<file path="config.mk">
export PLATFORM = sky130hd
export DESIGN_NAME = quadruped_recovery_stand_sequencer_core
export DESIGN_NICKNAME = d
export VERILOG_FILES = /design/src/hw/rtl/qrss_pkg.sv /design/src/hw/rtl/qrss_interp.sv /design/src/hw/rtl/quadruped_recovery_stand_sequencer_core.sv
export SDC_FILE = /design/constraint.sdc
export NUM_CORES = 1
export LEC_CHECK = 0
export BUFFER_PORTS_ARGS = -buffer_cell sky130_fd_sc_hd__clkbuf_2
export CAP_MARGIN = 20
export CORE_AREA = 2 2 273 275
export CTS_CLUSTER_DIAMETER = 200
export DETAILED_ROUTE_END_ITERATION = 6
export DIE_AREA = 0 0 275 277
export PLACE_DENSITY = 0.68
export REMOVE_ABC_BUFFERS = 1
export SLEW_MARGIN = 0
export SYNTH_ARGS = -nofsm -noshare
export SYNTH_HDL_FRONTEND = slang
export SYNTH_SLANG_ARGS = --single-unit
</file>
<file path="constraint.sdc">
create_clock -name clk -period 20.9 [get_ports clk]
set_input_delay 2.09 -clock clk [delete_from_list [all_inputs] [get_ports clk]]
set_output_delay 2.09 -clock clk [all_outputs]
set_load 0.01 [all_outputs]
</file>
<file path="src/hw/rtl/qrss_pkg.sv">
// Package: types, constants and target pose table for the recovery stand sequencer.
package qrss_pkg;

    localparam int LEG_COUNT  = 4;
    localparam int ANGLE_BITS = 16;
    localparam int TICK_BITS  = 17;
    localparam int RAMP_BITS  = 16;
    localparam int LEG_BITS   = $clog2(LEG_COUNT);

    typedef enum logic [1:0] {
        PH_FOLD  = 2'd0,
        PH_STAND = 2'd1,
        PH_ROLL  = 2'd2
    } phase_t;

    typedef enum logic [2:0] {
        REG_FOLD_RAMP     = 3'd0,
        REG_FOLD_SETTLE   = 3'd1,
        REG_STANDUP_RAMP  = 3'd2,
        REG_ROLLOVER_RAMP = 3'd3,
        REG_ROLLOVER_SETTLE = 3'd4
    } cfg_reg_t;

    localparam logic [1:0] JNT_ABD  = 2'd0;
    localparam logic [1:0] JNT_HIP  = 2'd1;
    localparam logic [1:0] JNT_KNEE = 2'd2;

    localparam logic             REQ_ENTER     = 1'b0;
    localparam logic [11:0]      STAND_MIN_MM  = 12'd200;
    localparam logic [11:0]      STAND_MAX_MM  = 12'd450;
    localparam logic [11:0]      FAULT_MIN_MM  = 12'd100;

    typedef struct packed {
        logic        req_type;
        logic [11:0] body_height_mm;
        logic        upside_down;
        logic [47:0] leg0_angles;
        logic [47:0] leg1_angles;
        logic [47:0] leg2_angles;
        logic [47:0] leg3_angles;
    } req_t;

    typedef struct packed {
        logic [1:0]         leg_index;
        logic signed [15:0] abduction_setpoint;
        logic signed [15:0] hip_setpoint;
        logic signed [15:0] knee_setpoint;
        logic [1:0]         phase_now;
        logic               last;
    } res_t;

    // milliradians to Q4.12, rounding half away from zero
    function automatic int to_fixed(int milli);
        int p;
        p = milli * (1 << (ANGLE_BITS - 4));
        return (p + ((p < 0) ? -500 : 500)) / 1000;
    endfunction

    localparam logic signed [ANGLE_BITS-1:0] FOLD_ABD  = ANGLE_BITS'(to_fixed(0));
    localparam logic signed [ANGLE_BITS-1:0] FOLD_HIP  = ANGLE_BITS'(to_fixed(-1400));
    localparam logic signed [ANGLE_BITS-1:0] FOLD_KNEE = ANGLE_BITS'(to_fixed(2700));
    localparam logic signed [ANGLE_BITS-1:0] STND_ABD  = ANGLE_BITS'(to_fixed(0));
    localparam logic signed [ANGLE_BITS-1:0] STND_HIP  = ANGLE_BITS'(to_fixed(-800));
    localparam logic signed [ANGLE_BITS-1:0] STND_KNEE = ANGLE_BITS'(to_fixed(1600));
    localparam logic signed [ANGLE_BITS-1:0] ROLE_ABD  = ANGLE_BITS'(to_fixed(1500));
    localparam logic signed [ANGLE_BITS-1:0] ROLE_HIP  = ANGLE_BITS'(to_fixed(-1600));
    localparam logic signed [ANGLE_BITS-1:0] ROLO_ABD  = ANGLE_BITS'(to_fixed(1300));
    localparam logic signed [ANGLE_BITS-1:0] ROLO_HIP  = ANGLE_BITS'(to_fixed(-3100));
    localparam logic signed [ANGLE_BITS-1:0] ROLL_KNEE = ANGLE_BITS'(to_fixed(2770));

    function automatic logic signed [ANGLE_BITS-1:0] target_pose(
        phase_t p, logic odd, logic [1:0] j);
        logic signed [ANGLE_BITS-1:0] v;
        v = FOLD_ABD;
        case (p)
            PH_STAND:
            begin
                case (j)
                    JNT_ABD: v = STND_ABD;
                    JNT_HIP: v = STND_HIP;
                    default: v = STND_KNEE;
                endcase
            end
            PH_ROLL:
            begin
                case (j)
                    JNT_ABD: v = odd ? ROLO_ABD : ROLE_ABD;
                    JNT_HIP: v = odd ? ROLO_HIP : ROLE_HIP;
                    default: v = ROLL_KNEE;
                endcase
            end
            default:
            begin
                case (j)
                    JNT_ABD: v = FOLD_ABD;
                    JNT_HIP: v = FOLD_HIP;
                    default: v = FOLD_KNEE;
                endcase
            end
        endcase
        return v;
    endfunction

endpackage

</file>
<file path="src/hw/rtl/qrss_interp.sv">
// Bit-serial interpolator: shift-add multiply, then restoring divide with rounding.
module qrss_interp (
    input  logic                                  clk,
    input  logic                                  rst_n,
    input  logic                                  start,
    input  logic signed [qrss_pkg::ANGLE_BITS-1:0] ini,
    input  logic signed [qrss_pkg::ANGLE_BITS-1:0] fin,
    input  logic [qrss_pkg::TICK_BITS-1:0]        t,
    input  logic [qrss_pkg::RAMP_BITS-1:0]        ramp,
    output logic                                  done,
    output logic signed [qrss_pkg::ANGLE_BITS-1:0] result
);
    import qrss_pkg::*;

    localparam int DFW = ANGLE_BITS + 1;
    localparam int PW  = DFW + RAMP_BITS;
    localparam int DW  = PW + 1;
    localparam int CW  = $clog2(DW);

    typedef enum logic [3:0] {
        I_IDLE = 4'b0001,
        I_MUL  = 4'b0010,
        I_DIV  = 4'b0100,
        I_DONE = 4'b1000
    } istate_t;

    istate_t                      state_reg, state_next;
    logic [CW-1:0]                cnt_reg;
    logic                         neg_reg;
    logic                         bypass_reg;
    logic signed [ANGLE_BITS-1:0] ini_reg;
    logic signed [ANGLE_BITS-1:0] fin_reg;
    logic [RAMP_BITS-1:0]         ramp_reg;
    logic [RAMP_BITS-1:0]         mplier_reg;
    logic [PW-1:0]                mcand_reg;
    logic [PW-1:0]                prod_reg;
    logic [DW-1:0]                div_reg;
    logic [RAMP_BITS-1:0]         rem_reg;

    logic signed [DFW-1:0]        diff;
    logic [DFW-1:0]               diff_mag;
    logic [RAMP_BITS:0]           trial;
    logic [DFW-1:0]               q;
    logic [DFW-1:0]               res_wide;

    assign diff     = DFW'(fin) - DFW'(ini);
    assign diff_mag = diff[DFW-1] ? DFW'(-diff) : DFW'(diff);
    assign trial    = {rem_reg, div_reg[DW-1]} - {1'b0, ramp_reg};
    assign q        = div_reg[DFW-1:0];
    assign res_wide = neg_reg ? (DFW'(ini_reg) - q) : (DFW'(ini_reg) + q);

    always_comb
    begin
        state_next = state_reg;
        unique case (state_reg)
            I_IDLE:
            begin
                if (start)
                begin
                    if (ramp == '0 || t >= TICK_BITS'(ramp))
                        state_next = I_DONE;
                    else
                        state_next = I_MUL;
                end
            end
            I_MUL:
            begin
                if (cnt_reg == CW'(RAMP_BITS - 1))
                    state_next = I_DIV;
            end
            I_DIV:
            begin
                if (cnt_reg == CW'(DW - 1))
                    state_next = I_DONE;
            end
            I_DONE:  state_next = I_IDLE;
            default: state_next = I_IDLE;
        endcase
    end

    always_ff @(posedge clk or negedge rst_n)
    begin
        if (!rst_n)
        begin
            state_reg <= I_IDLE;
            cnt_reg   <= '0;
        end
        else
        begin
            state_reg <= state_next;
            if (state_reg != state_next)
                cnt_reg <= '0;
            else
                cnt_reg <= cnt_reg + 1'b1;
        end
    end

    always_ff @(posedge clk)
    begin
        unique case (state_reg)
            I_IDLE:
            begin
                if (start)
                begin
                    ini_reg    <= ini;
                    fin_reg    <= fin;
                    ramp_reg   <= ramp;
                    neg_reg    <= diff[DFW-1];
                    bypass_reg <= (ramp == '0) || (t >= TICK_BITS'(ramp));
                    mcand_reg  <= PW'(diff_mag);
                    mplier_reg <= t[RAMP_BITS-1:0];
                    prod_reg   <= '0;
                end
            end
            I_MUL:
            begin
                if (mplier_reg[0])
                    prod_reg <= prod_reg + mcand_reg;
                mcand_reg  <= mcand_reg << 1;
                mplier_reg <= mplier_reg >> 1;
                if (cnt_reg == CW'(RAMP_BITS - 1))
                begin
                    div_reg <= DW'(mplier_reg[0] ? prod_reg + mcand_reg : prod_reg)
                               + DW'(ramp_reg >> 1);
                    rem_reg <= '0;
                end
            end
            I_DIV:
            begin
                if (!trial[RAMP_BITS])
                begin
                    rem_reg <= trial[RAMP_BITS-1:0];
                    div_reg <= {div_reg[DW-2:0], 1'b1};
                end
                else
                begin
                    rem_reg <= {rem_reg[RAMP_BITS-2:0], div_reg[DW-1]};
                    div_reg <= {div_reg[DW-2:0], 1'b0};
                end
            end
            default:
            begin
            end
        endcase
    end

    assign done   = (state_reg == I_DONE);
    assign result = bypass_reg ? fin_reg : res_wide[ANGLE_BITS-1:0];

    a_start_idle: assert property (@(posedge clk) disable iff (!rst_n)
        start |-> state_reg == I_IDLE)
        else $error("interp start while busy");
    a_done_pulse: assert property (@(posedge clk) disable iff (!rst_n)
        done |=> !done)
        else $error("interp done held");
    a_quot_fits: assert property (@(posedge clk) disable iff (!rst_n)
        (done && !bypass_reg) |-> div_reg[DW-1:DFW] == '0)
        else $error("interp quotient overflow");

endmodule

</file>
<file path="src/hw/rtl/quadruped_recovery_stand_sequencer_core.sv">
// Top level: phase sequencer, configuration registers, start pose and result register.
// Enter request, or a stand-up fault: taken with no results.
// Tick request: LEG_COUNT results, one leg at a time. Each joint passes through the
// bit-serial interpolator (start, multiply, divide, done), or skips to done if t >= ramp.
// Each leg then holds its result until it is taken; after the last one the sequencer
// returns to idle and takes the next request, so output stalls hold up the next tick.
// Reset: fold phase, tick count zero, registers at their defaults; start pose unset.
module quadruped_recovery_stand_sequencer_core (
    input  logic             clk,
    input  logic             rst_n,
    input  logic             req_valid,
    output logic             req_ready,
    input  qrss_pkg::req_t   req,
    output logic             res_valid,
    input  logic             res_ready,
    output qrss_pkg::res_t   res,
    input  logic             cfg_valid,
    output logic             cfg_ready,
    input  logic [2:0]       cfg_index,
    input  logic [15:0]      cfg_data
);
    import qrss_pkg::*;

    typedef enum logic [3:0] {
        S_IDLE  = 4'b0001,
        S_START = 4'b0010,
        S_WAIT  = 4'b0100,
        S_OUT   = 4'b1000
    } state_t;

    state_t                       state_reg, state_next;
    phase_t                       phase_reg;
    logic [TICK_BITS-1:0]         ticks_reg;
    logic [RAMP_BITS-1:0]         fold_ramp_reg, fold_settle_reg, stand_ramp_reg;
    logic [RAMP_BITS-1:0]         roll_ramp_reg, roll_settle_reg;
    logic [LEG_BITS-1:0]          leg_reg;
    logic [1:0]                   joint_reg;
    logic                         inv_reg;
    logic signed [ANGLE_BITS-1:0] start_pose_reg [LEG_COUNT][3];
    logic signed [ANGLE_BITS-1:0] abd_reg, hip_reg, knee_reg;

    logic [47:0]                  meas [4];
    phase_t                       cur;
    logic [RAMP_BITS-1:0]         ramp_sel;
    logic                         req_fire, res_fire, is_enter, fault, tick_end;
    logic                         fold_end, roll_end, enter_stand;
    logic [20:0]                  t_x10, r_x7;
    logic                         ip_done;
    logic signed [ANGLE_BITS-1:0] ip_result;

    assign meas[0] = req.leg0_angles;
    assign meas[1] = req.leg1_angles;
    assign meas[2] = req.leg2_angles;
    assign meas[3] = req.leg3_angles;

    assign cur = (phase_reg == PH_STAND || phase_reg == PH_ROLL) ? phase_reg : PH_FOLD;

    always_comb
    begin
        case (cur)
            PH_STAND: ramp_sel = stand_ramp_reg;
            PH_ROLL:  ramp_sel = roll_ramp_reg;
            default:  ramp_sel = fold_ramp_reg;
        endcase
    end

    assign req_ready   = (state_reg == S_IDLE);
    assign cfg_ready   = 1'b1;
    assign req_fire    = req_valid && req_ready;
    assign res_valid   = (state_reg == S_OUT);
    assign res_fire    = res_valid && res_ready;
    assign is_enter    = (req.req_type == REQ_ENTER);
    assign t_x10       = (21'(ticks_reg) << 3) + (21'(ticks_reg) << 1);
    assign r_x7        = (21'(stand_ramp_reg) << 3) - 21'(stand_ramp_reg);
    assign fault       = (cur == PH_STAND) && (t_x10 > r_x7)
                         && (req.upside_down || req.body_height_mm < FAULT_MIN_MM);
    assign enter_stand = !req.upside_down && req.body_height_mm > STAND_MIN_MM
                         && req.body_height_mm < STAND_MAX_MM;
    assign tick_end    = res_fire && (leg_reg == LEG_BITS'(LEG_COUNT - 1));
    assign fold_end    = (cur == PH_FOLD)
                         && (ticks_reg >= TICK_BITS'(fold_ramp_reg) + TICK_BITS'(fold_settle_reg));
    assign roll_end    = (cur == PH_ROLL)
                         && (ticks_reg > TICK_BITS'(roll_ramp_reg) + TICK_BITS'(roll_settle_reg));

    qrss_interp u_interp (
        .clk    (clk),
        .rst_n  (rst_n),
        .start  (state_reg == S_START),
        .ini    (start_pose_reg[leg_reg][joint_reg]),
        .fin    (target_pose(cur, leg_reg[0], joint_reg)),
        .t      (ticks_reg),
        .ramp   (ramp_sel),
        .done   (ip_done),
        .result (ip_result)
    );

    always_comb
    begin
        state_next = state_reg;
        unique case (state_reg)
            S_IDLE:
            begin
                if (req_fire && !is_enter && !fault)
                    state_next = S_START;
            end
            S_START: state_next = S_WAIT;
            S_WAIT:
            begin
                if (ip_done)
                    state_next = (joint_reg == JNT_KNEE) ? S_OUT : S_START;
            end
            S_OUT:
            begin
                if (res_fire)
                    state_next = tick_end ? S_IDLE : S_START;
            end
            default: state_next = S_IDLE;
        endcase
    end

    always_ff @(posedge clk or negedge rst_n)
    begin
        if (!rst_n)
        begin
            state_reg       <= S_IDLE;
            phase_reg       <= PH_FOLD;
            ticks_reg       <= '0;
            fold_ramp_reg   <= 16'd1000;
            fold_settle_reg <= 16'd1000;
            stand_ramp_reg  <= 16'd500;
            roll_ramp_reg   <= 16'd150;
            roll_settle_reg <= 16'd150;
            leg_reg         <= '0;
            joint_reg       <= JNT_ABD;
            inv_reg         <= 1'b0;
        end
        else
        begin
            state_reg <= state_next;
            if (cfg_valid)
            begin
                unique case (cfg_index)
                    REG_FOLD_RAMP:       fold_ramp_reg   <= cfg_data;
                    REG_FOLD_SETTLE:     fold_settle_reg <= cfg_data;
                    REG_STANDUP_RAMP:    stand_ramp_reg  <= cfg_data;
                    REG_ROLLOVER_RAMP:   roll_ramp_reg   <= cfg_data;
                    REG_ROLLOVER_SETTLE: roll_settle_reg <= cfg_data;
                    default:
                    begin
                    end
                endcase
            end
            if (req_fire)
            begin
                inv_reg   <= req.upside_down;
                leg_reg   <= '0;
                joint_reg <= JNT_ABD;
                if (is_enter)
                begin
                    phase_reg <= enter_stand ? PH_STAND : PH_FOLD;
                    ticks_reg <= '0;
                end
                else if (fault)
                begin
                    phase_reg <= PH_FOLD;
                    ticks_reg <= '0;
                end
            end
            if (state_reg == S_WAIT && ip_done)
                joint_reg <= (joint_reg == JNT_KNEE) ? JNT_ABD : joint_reg + 2'd1;
            if (res_fire)
                leg_reg <= leg_reg + 1'b1;
            if (tick_end)
            begin
                if (fold_end)
                begin
                    phase_reg <= inv_reg ? PH_ROLL : PH_STAND;
                    ticks_reg <= '0;
                end
                else if (roll_end)
                begin
                    phase_reg <= PH_FOLD;
                    ticks_reg <= '0;
                end
                else
                begin
                    phase_reg <= cur;
                    if (ticks_reg != '1)
                        ticks_reg <= ticks_reg + 1'b1;
                end
            end
        end
    end

    always_ff @(posedge clk)
    begin
        if (req_fire && (is_enter || fault))
        begin
            for (int l = 0; l < LEG_COUNT; l++)
                for (int j = 0; j < 3; j++)
                    start_pose_reg[l][j] <= meas[l % 4][ANGLE_BITS*j +: ANGLE_BITS];
        end
        else if (tick_end && (fold_end || roll_end))
        begin
            for (int l = 0; l < LEG_COUNT; l++)
                for (int j = 0; j < 3; j++)
                    start_pose_reg[l][j] <= target_pose(fold_end ? PH_FOLD : PH_ROLL,
                                                        1'(l % 2), 2'(j));
        end
        if (state_reg == S_WAIT && ip_done)
        begin
            case (joint_reg)
                JNT_ABD: abd_reg  <= ip_result;
                JNT_HIP: hip_reg  <= ip_result;
                default: knee_reg <= ip_result;
            endcase
        end
    end

    assign res.leg_index          = 2'(leg_reg);
    assign res.abduction_setpoint = abd_reg;
    assign res.hip_setpoint       = hip_reg;
    assign res.knee_setpoint      = knee_reg;
    assign res.phase_now          = cur;
    assign res.last               = (leg_reg == LEG_BITS'(LEG_COUNT - 1));

    a_one_side: assert property (@(posedge clk) disable iff (!rst_n)
        !(req_ready && res_valid))
        else $error("request taken while result pending");
    a_done_in_wait: assert property (@(posedge clk) disable iff (!rst_n)
        ip_done |-> state_reg == S_WAIT)
        else $error("interp done outside wait");
    a_last_idle: assert property (@(posedge clk) disable iff (!rst_n)
        (res_fire && res.last) |=> req_ready)
        else $error("no return to idle after last leg");

endmodule
</file>
Yosys cells after proc, flatten, opt, wreduce, memory -nomap -nowiden
Memory sizes are Yosys's and may differ from the RTL's.
Cells that the tools add are included.
- reduce and logical (&&, ||, !) cells: 45
- mux-type cells: 92
- $lt $le $gt $ge: 8
- equal/unequal tests: 32
- add/subtract/negate cells: 16
- bitwise logic cells: 15
- operators with widths (cell ; count):
    16-bit two-way mux ; 29
    16-bit case mux with 2 select lines ; 7
    17-bit two-way mux ; 8
    33-bit case mux with 2 select lines ; 2
    33-bit two-way mux ; 3
    34-bit two-way mux ; 2
    34-bit case mux with 2 select lines ; 1
    14-bit case mux with 2 select lines ; 2
    16-bit by 16-bit adder with 17-bit output ; 2
    33-bit by 33-bit adder with 34-bit output ; 1
    34-bit by 15-bit adder with 34-bit output ; 1
    33-bit adder ; 1
    16-bit binary-select mux with 2-bit select ; 1
    4-bit two-way mux ; 8
    2-bit two-way mux ; 14
    13-bit two-way mux ; 2
    13-bit case mux with 2 select lines ; 1
    2-bit AND reduction ; 12
    20-bit by 18-bit adder with 21-bit output ; 1
    21-bit greater-than comparator ; 1
    19-bit by 16-bit subtractor with 20-bit output ; 1
    17-bit by 1-bit adder with 17-bit output, second input constant ; 1
    17-bit by 16-bit >= comparator with 1-bit output ; 1
    17-bit >= comparator ; 1
    other kinds (46) ; 105
- word-level logic and storage cells: 235
- memories: 1
- register bits after elaboration: 348
- bits in writable memories: 192
- memory list (name ; depth ; bits a word ; read ports ; clocked after Yosys merged registers in ; wr ports ; line ; source):
    start_pose_reg ; 4 ; 48 ; 1 ; 0 ; 4 ; quadruped_recovery_stand_sequencer_core.sv:39 ; logic signed [ANGLE_BITS-1:0] start_pose_reg [LEG_COUNT][3];

Longest topological paths before layout
- depth in word-level cells: 13
- gate-level depth with buffers: 25
- mapped depth without buffers: 24

Hierarchy
Synthesis repeated with hierarchy kept, for this count alone.
- cells, all modules: 3072
- area total of the unflattened synthesis: 33179.3 um2
- modules (own cells, without submodules) (module ; cells each ; area each (um2) ; instances):
    quadruped_recovery_stand_sequencer_core ; 1616 ; 19157.1 ; 1
    qrss_interp ; 1456 ; 14022.2 ; 1

Worst setup path after synthesis
OpenSTA, ideal clock, no wires.
- path kind: reg2reg
- start: register roll_ramp_reg[0]
- end: memory start_pose_reg[0][0] (netlist name) (enable)
- data required time: 19.647 ns
- path buffers: 2
- data arrival time: 7.183 ns
- setup time: 1.253 ns
- stages on the path, launching flop included: 25
- period minus slack after synthesis: 8.436 ns
- slack: 12.464 ns
- cell sequence: dfrtp_1 ha_1 fa_1 a21o_1 a21oi_1 o21bai_1 a21oi_1 o21bai_1 a21oi_1 o21ai_0 o41ai_1 o211a_1 xor2_1 ha_1 a21o_1 a21o_1 a21oi_1 o211ai_1 nor2_1 o31ai_1 and3_1 o21ai_0 clkbuf_1 clkbuf_1 nand2_1
- RTL lines (element ; line ; source):
    from (decl) ; quadruped_recovery_stand_sequencer_core.sv:35 ; logic [RAMP_BITS-1:0] roll_ramp_reg, roll_settle_reg;
    from (signal assigned) ; quadruped_recovery_stand_sequencer_core.sv:146 ; REG_ROLLOVER_RAMP: roll_ramp_reg <= cfg_data;
    to (decl) ; quadruped_recovery_stand_sequencer_core.sv:39 ;

==> flow_summary.json <==
{
  "min_period_ps": 6860,
  "mostFrequentLayoutCells": "edfxtp_1 (376), nand2_1 (326), clkbuf_2 (283), nor2_1 (252), ha_1 (237)",
  "critical_path.max_stage_delay_ps": 890,
  "synth_top_area_share_pct": 34.5,
  "die_h_um": 277,
  "slew_headroom_pct": 30.2,
  "dp_cells": 4297,
  "synth-compound-area-share_pct": 14.8,
  "ys_top_cells_by_area": "edfxtp_1 (35%), ha_1 (9.1%), dfrtp_1 (6.9%)",
  "power_density_nw_per_um2": 109,
  "synthesis.area_um2": 32700,
  "post_cts_buffers": 0,
  "start_util_pct": 44.5,
  "drc_errors": 0,
  "vdd_drop_max_mv": 0.0714,
  "syn_avg_cell_area_um2": 10.4,
  "synth-seq-cells": 536,
  "io_buffers": 284,
  "area_growth_pct": 13.9,
  "worst_pin_slew_ps": 1030,
  "timing.rr.start": "fold_ramp_reg[0]",
  "synthArstFlopShare_pct": 22.0,
  "synthSimpleGateAreaFrac_pct": 14.5,
  "synth_edf_count": 376,
  "hp-start": "start_pose_reg[3][47]",
  "finalHoldViolations": 0,
  "ant_nets": 0,
  "synth_top_family_by_area": "compound AO/OA/AOI/OAI gates",
  "largest_reg_flops": 192,
  "worstSetupStartpoint": "fold_ramp_reg[0]",
  "io_pins": 286,
  "final.setup.tns_ps": 0,
  "gp_congestion": 0.892,
  "crit_required_ps": 21180,
  "grt_pass1_wl_mm": 135,
  "status": "completed",
  "syn_inst": 3146,
  "cp_slowest_cell": "buf_4",
  "maxCapViolCount": 0,
  "path_cells": "ha_1 > fa_1 > a21o_1 > a21oi_1 > o21bai_1 > a21oi_1 > o21bai_1 > a21oi_1 > o21ai_0 > o41ai_1 > xor2_1 > ha_1 > and4_1 > nand4_1 > o31ai_1 > o221a_2 > o21a_1 > o21ai_4 > buf_4 > nand2_4 > buf_4",
  "setup_violations": 0,
  "hold_buffers": 0,
  "clkSinkCount": 536,
  "die_area_um2": 76200,
  "design.final.nets": 3865,
  "cts_resized": 0,
  "vias": 24595,
  "final.period_utilization_pct": 32.8,
  "synth.largest_area_cell": "edfxtp_1",
  "final_cells": 4416,
  "synthFlopType": "edfxtp_1",
  "startpoint_type": "flip-flop",
  "initialDrtViolationCount": 1805,
  "cts_made_buffers": 58,
  "slew_violations": 0,
  "clk_path_buf_depth": 3,
  "p_leak_nw": 15.7,
  "grt-ovfl-total": 0,
  "antenna_found_initial": 6,
  "clkLatencyLatePin_ps": 660,
  "finalPower_w": 0.00407,
  "grt_pass1_vias": 23795,
  "htreeDepth": 2,
  "max_clock_freq_mhz": 146,
  "worst_clock_skew_ps": 53.5,
  "cts_tree": "built",
  "ys_warn_count": 0,
  "core_um2": 73600,
  "min_path_type": "flip-flop to flip-flop",
  "yosysSeqAreaShare_pct": 46.2,
  "rsz0062_at_grt": "false",
  "die_w_um": 275,
  "cts_root_buf": "clkbuf_16",
  "synthMuxAreaShare_pct": 7.11,
  "totalWireLength_mm": 85.7,
  "worstSetupPathType": "flip-flop to flip-flop",
  "rows": 100,
  "n_fill_cell": 6667,
  "grtUsageTotal_pct": 22.4,
  "ys_types": 92,
  "synth-xor-area-share_pct": 4.63,
  "avgRoutedWirePerCell_um": 19.4,
  "firstDrtPassIters": 6,
  "cp_max_fo": 79,
  "endpoint_kind": "flip-flop",
  "hpwl_mm": 62.3,
  "arrival_ps": 7150,
  "grt_max_degree": 120,
  "synth_fa_ha_area_share_pct": 9.55,
  "via_per_inst": 5.57,
  "clk_pin_slew_worst_paths_ps": 60,
  "timing.critical_path.mode_cell": "a21oi_1",
  "final_common_cell": "edfxtp_1",
  "layout-drive-gt1-share_pct": 18.3
}
## worst max-delay path, delay by kind of cell, from the launching register on
family,cells,cell delay (ps)
flip-flops,1,390
buffers and inverters,2,1170
adder cells (fa/ha/maj),3,970
AO/OA/AOI/OAI,12,2670
XOR/XNOR,1,150
AND/OR/NAND/NOR,3,1020
## logic make-up after synthesis
group | after synthesis
AO/OA/AOI/OAI | 746
other | 1
XOR/XNOR | 173
adder cells (fa/ha/maj) | 245
AND/OR/NAND/NOR | 989
buffers and inverters | 277
flip-flops | 536
multiplexers | 179
## through the flow
| step | utilization [%] | hold slack (ps) | worst slack (ps) | cell area [µm²] |
|---|---|---|---|---|
| 2_1_floorplan | - | 432 | 4640 | 32200 |
| 3_3_place_gp | 47.8 | 445 | 13470 | 35200 |
| 3_5_place_dp | 47.9 | 449 | 13410 | 35200 |
| 4_1_cts | 50.6 | 460 | 13420 | 37200 |
| 5_1_grt | 50.7 | 477 | 13450 | 37300 |
| 6_report | 50.7 | 459 | 14040 | 37300 |
## cell type report
cell class / count / area (µm²) / area share [%]
multi-input combinational: 2333 / 16700 / 44.7
sequential: 536 / 15100 / 40.6
timing repair buffer: 320 / 1730 / 4.64
clock buffer: 85 / 1680 / 4.49
tap: 969 / 1210 / 3.25
inverter: 141 / 529 / 1.42
clock inverter: 25 / 325 / 0.873
antenna: 7 / 17.5 / 0.0470
## cell usage after synthesis (all sizes together) (57+ instances only)
library cell and number:
o21ai 148, a21o 70, o21a 71, clkbuf 117, ha 237, and2 78
inv 140, nor2 255, edfxtp 376, dfrtp 90, a21oi 213, nand2 331
mux2 96, xnor2 116, xor2 57
## routing by layer
metal	vias up	global-route usage [%]	routed length [µm]
li1	11979	-	-
met1	11874	30.6	37600
met2	604	37.2	41400
met3	138	2.81	4280
met4	0	6.85	2430
met5	-	0	0
## power by group
part           internal, W  switching [W]
logic             0.000626       0.000874
registers          0.00140       0.000105
clock network     0.000622       0.000445
## worst paths after layout
kind / slack, ps / depth (start not counted) / to
setup / recovery: 14040 / 21 / start_pose_reg[0][3]
hold / removal: 460 / 2 / start_pose_reg[3][47]
setup reg to reg: 14040 / 21 / start_pose_reg[0][3]
hold reg to reg: 460 / 2 / start_pose_reg[3][47]
max in group asynchronous: 18000 / 2 / leg_reg[0]
min in group asynchronous: 1560 / 1 / roll_ramp_reg[8]
Power figures use the tool's default switching activity.
